--- src/sv/assert_macros.svh ---
// Assertion macros used by the cache RTL
`ifndef ASSERT_MACROS_SVH
`define ASSERT_MACROS_SVH
`ifndef ASSERT_OFF
`define ASSERT_IMPL(lbl, clk, rst_n, prop) \
	lbl: assert property (@(posedge clk) disable iff (!rst_n) prop) \
	else $error("assertion failed");
`define ASSERT_NEXT(lbl, clk, rst_n, pre, post) \
	lbl: assert property (@(posedge clk) disable iff (!rst_n) (pre) |=> (post)) \
	else $error("assertion failed");
`else
`define ASSERT_IMPL(lbl, clk, rst_n, prop)
`define ASSERT_NEXT(lbl, clk, rst_n, pre, post)
`endif
`endif

--- src/sv/lsac_ram.sv ---
// Simple dual-port RAM with registered read
`default_nettype none
module lsac_ram #(
	parameter int WIDTH = 8,
	parameter int DEPTH = 256
) (
	input  wire logic                                   clk,
	input  wire logic                                   we,
	input  wire logic [(DEPTH > 1 ? $clog2(DEPTH) : 1)-1:0] waddr,
	input  wire logic [WIDTH-1:0]                       wdata,
	input  wire logic [(DEPTH > 1 ? $clog2(DEPTH) : 1)-1:0] raddr,
	output logic      [WIDTH-1:0]                       rdata
);
	logic [WIDTH-1:0] mem [DEPTH];

	always_ff @(posedge clk) begin
		if (we) begin
			mem[waddr] <= wdata;
		end
		rdata <= mem[raddr];
	end
endmodule
`default_nettype wire

--- config.mk ---
export PLATFORM = sky130hd
export DESIGN_NAME = lsac_ram
export DESIGN_NICKNAME = d
export VERILOG_FILES = /design/src/sv/assert_macros.svh /design/src/sv/lsac_ram.sv
export SDC_FILE = /design/constraint.sdc
export NUM_CORES = 2
export LEC_CHECK = 0
export ABC_AREA = 0
export BUFFER_PORTS_ARGS = -buffer_cell sky130_fd_sc_hd__buf_2
export CAP_MARGIN = 20
export CORE_MARGIN = 3
export CORE_UTILIZATION = 30
export CTS_BUF_LIST = sky130_fd_sc_hd__clkbuf_16
export DETAILED_ROUTE_END_ITERATION = 8
export PLACE_DENSITY = 0.48
export SYNTH_ARGS = -nofsm -noshare
export SYNTH_HDL_FRONTEND = slang
export SYNTH_SLANG_ARGS = --single-unit
--- constraint.sdc ---
create_clock -name clk -period 1.87 [get_ports clk]
set_input_delay 0.0935 -clock clk [delete_from_list [all_inputs] [get_ports clk]]
set_output_delay 0.0935 -clock clk [all_outputs]
set_load 0.1 [all_outputs]
==> impl_metrics.tcl <==
set metrics [dict create \
    status "finished with violations" \
    violations "setup timing" \
    fin_util_pct 37.27 \
    cts_tree "yes" \
    routed_wl_um 223200 \
    clockBufferDepth 3 \
    place_congestion 0.8353 \
    port_buffers 33 \
    io_pins 34 \
    setup_ws_ps -314.4 \
    seq_area_frac_synth_pct 77.50 \
    hold_path_depth 4 \
    synth_seq_cells 2056 \
    grt_pass1_wl_um 319600 \
    drt-wirelength-per-cell_um 27.05 \
    die_x_um 521.0 \
    antenna_found_initial 16 \
    area_growth_pct 23.31 \
    die_area_um2 271400 \
    fmax_mhz 457.8 \
    grtUsageMet2_pct 26.25 \
    synth_top_area_cell "edfxtp_1" \
    grt_util_met1_pct 23.44 \
    end_kind "flop" \
    async_flop_share_pct 0 \
    htree_levels 4 \
    ys_warn_count 0 \
    slew_viol_final 0 \
    hold_start "waddr[4]" \
    grt.busiest_layer "met2" \
    yosys.area.top_type_share_pct 77.30 \
    cts.root.buffer_cell "clkbuf_16" \
    core_um2 263200 \
    n_fill_cell 24040 \
    cellPowerDensity_nw_per_um2 1014 \
    timing.hold.ws_ps 157.4 \
    synthDistinctLibCells 55 \
    timing.final.crit_share_pct 116.8 \
    synth_area_leaders "edfxtp_1, mux4_2, mux2i_1" \
    use_met3_pct 2.180 \
    crit_arrival_ps 2920 \
    dieHeight_um 521.0 \
    drive_gt1_share_pct 35.30 \
    initial_core_util_pct 30.22 \
    numCtsBuffers 218 \
    rr_worst_depth 7 \
    rsz0062_at_grt "yes" \
    clk-insertion-delay-late_ps 860 \
    fin_skew_ps 43.84 \
    cap_viol_max_count 0 \
    max_stage_delay_ps 460 \
    nets 4573 \
    cp_slowest_cell "mux4_2" \
    num_vias 40700 \
    drt_iter0_markers 4012 \
    tightest_slew_ps 745.8 \
    critPathKind "flop to flop" \
    num_rows 188 \
    syn_inst 3733 \
    vias_per_cell 4.934 \
    critPathBufInv 1 \
    finalSetupViolCount 17 \
    grt.overflow.total 0 \
    synth_edf_count 2048 \
    peakVddDrop_mv 0.7240 \
    hold_path_class "input port to flop" \
    relSlewSlack_pct 50.28 \
    synth.cell_area_um2 79560 \
    critPathMaxFanout 1 \
    grt_max_degree 89 \
    crit_cells 7 \
    final.min_clock_period_ps 2184 \
    synth-main-ff-cell "edfxtp_1" \
    clock-sinks 2056 \
    clkSlewWorstSetupHoldPaths_ps 60 \
    syn_avg_cell_area_um2 21.31 \
    hpwl_um 148900 \
    grt_pass1_vias 42220 \
    p_leak_nw 31.77 \
    synth_nets 3759 \
    grt.total_usage_pct 16.32 \
    crit_start "mem[101][4]" \
    dr.pass1.iters 5 \
    ant_nets 0 \
    worstPathRequired_ps 2610 \
    path_delay_family "simple AND/OR/NAND/NOR gates" \
    drc 0 \
    cp-start-kind "flop" \
    rr_startpoint "mem[101][4]" \
    cp_cell_sequence "mux4_2 > nor2b_1 > a211oi_1 > nor3_1 > nor4_4 > buf_4 > nor4_2" \
    hold_viol_final 0 \
]
power by group:
| group | total, mW | internal [mW] | switching (mW) |
|---|---|---|---|
| logic | 6.14 | 2.46 | 3.68 |
| registers | 50.9 | 50.8 | 0.120 |
| clock network | 42.4 | 24.2 | 18.2 |
| total | 99.5 | 77.5 | 22.0 |
layout by cell type (no fill, tap or decap), drive strengths merged, types with 2 or more instances in the layout:
cell type,n
nand2b,8
clkinv,103
nor3,22
clkbuf,219
and2,6
clkinvlp,7
nor2b,31
nor4,27
inv,56
edfxtp,2048
o211ai,10
dlygate4sd3,13
a21oi,96
mux2i,134
o22a,5
nand3b,2
o32ai,5
a311oi,2
and3b,2
o21ai,12
nand3,34
o22ai,28
a221oi,14
dfxtp,8
buf,814
a22oi,133
a211oi,16
nand4,10
a22o,8
mux4,456
a31oi,2
diode,4
nand2,33
or2,4
o221ai,47
a2111oi,5
nor2,282
bufinv,21
state kept, by name, indices dropped and copies added (netlist names):
signal,cells
rdata,8
mem,2048
cell type report:
class | count | area, um2 | share of cell area, %
Sequential cell | 2056 | 61670 | 62.86
Multi-Input combinational cell | 1442 | 16980 | 17.31
Timing Repair Buffer | 827 | 7986 | 8.141
Clock buffer | 219 | 5480 | 5.586
Tap cell | 3515 | 4398 | 4.483
Clock inverter | 185 | 1567 | 1.597
Antenna cell | 4 | 10.01 | 0.01020
Inverter | 2 | 7.507 | 0.007653
layer usage:
metal	vias up	share of wire, %	routed length, um
met5	-	0.0058	13
met4	2	2.3	5060
met3	305	5.3	11760
met2	1222	48	106900
met1	21790	45	99460
li1	17380	-	-
through the flow:
step | power, mW | worst slack [ps] | instances | setup TNS [ps] | cell area (um2)
finish | 99.46 | -314.4 | 8250 | -2167 | 98100
global route | 102.7 | -373.7 | 8248 | -2602 | 98090
CTS | 100.6 | -381.8 | 8247 | -2501 | 97930
detailed placement | 57.91 | -1176 | 7831 | -8322 | 90440
global placement | 57.88 | -1459 | 7830 | -9500 | 90440
floorplan | 54.61 | -42.33 | 3733 | -22340 | 79870
final timing paths:
check,to,slack [ps]
max,rdata[4],-310
min,mem[57][6],160
max reg2reg,rdata[4],-310
min reg2reg,rdata[7],1110
Yosys cell counts, drive strengths merged (4+ instances only):
| cell | number |
|---|---|
| nor3 | 22 |
| o21ai | 12 |
| or2 | 4 |
| nand3 | 34 |
| o22ai | 28 |
| edfxtp | 2048 |
| dfxtp | 8 |
| and2 | 6 |
| nand2 | 33 |
| a22o | 8 |
| o32ai | 5 |
| clkbuf | 111 |
| a21oi | 96 |
| mux4 | 456 |
| nor2 | 282 |
| o221ai | 47 |
| buf | 122 |
| nand4 | 10 |
| nor4 | 27 |
| a221oi | 14 |
| nor2b | 31 |
| o211ai | 10 |
| a2111oi | 5 |
| o22a | 5 |
| nand2b | 8 |
| a22oi | 133 |
| a211oi | 16 |
| mux2i | 134 |
worst register-to-register path, stage by stage, from the launching register on:
cell      delay (ps)
edfxtp_1         350
mux4_2           460
nor2b_1          160
a211oi_1         310
nor3_1           130
nor4_4           410
buf_4            200
nor4_2            40
cell families after synthesis:
group	Yosys count	share of synthesized area, %
DFF	2056	77.50
muxes	591	14.62
buffers and inverters	235	1.831
and+or+nand+nor	466	2.628
AOI/OAI and AO/OA	385	3.419
repair_timing:
action	in CTS	in global routing
buffers inserted	0	0
hold buffers	13	0
endpoints found under the setup margin	16	8
hold endpoints to repair	2059	0
resized for setup	66	29
pin swaps	23	20
(Power assumes the default switching activity.)
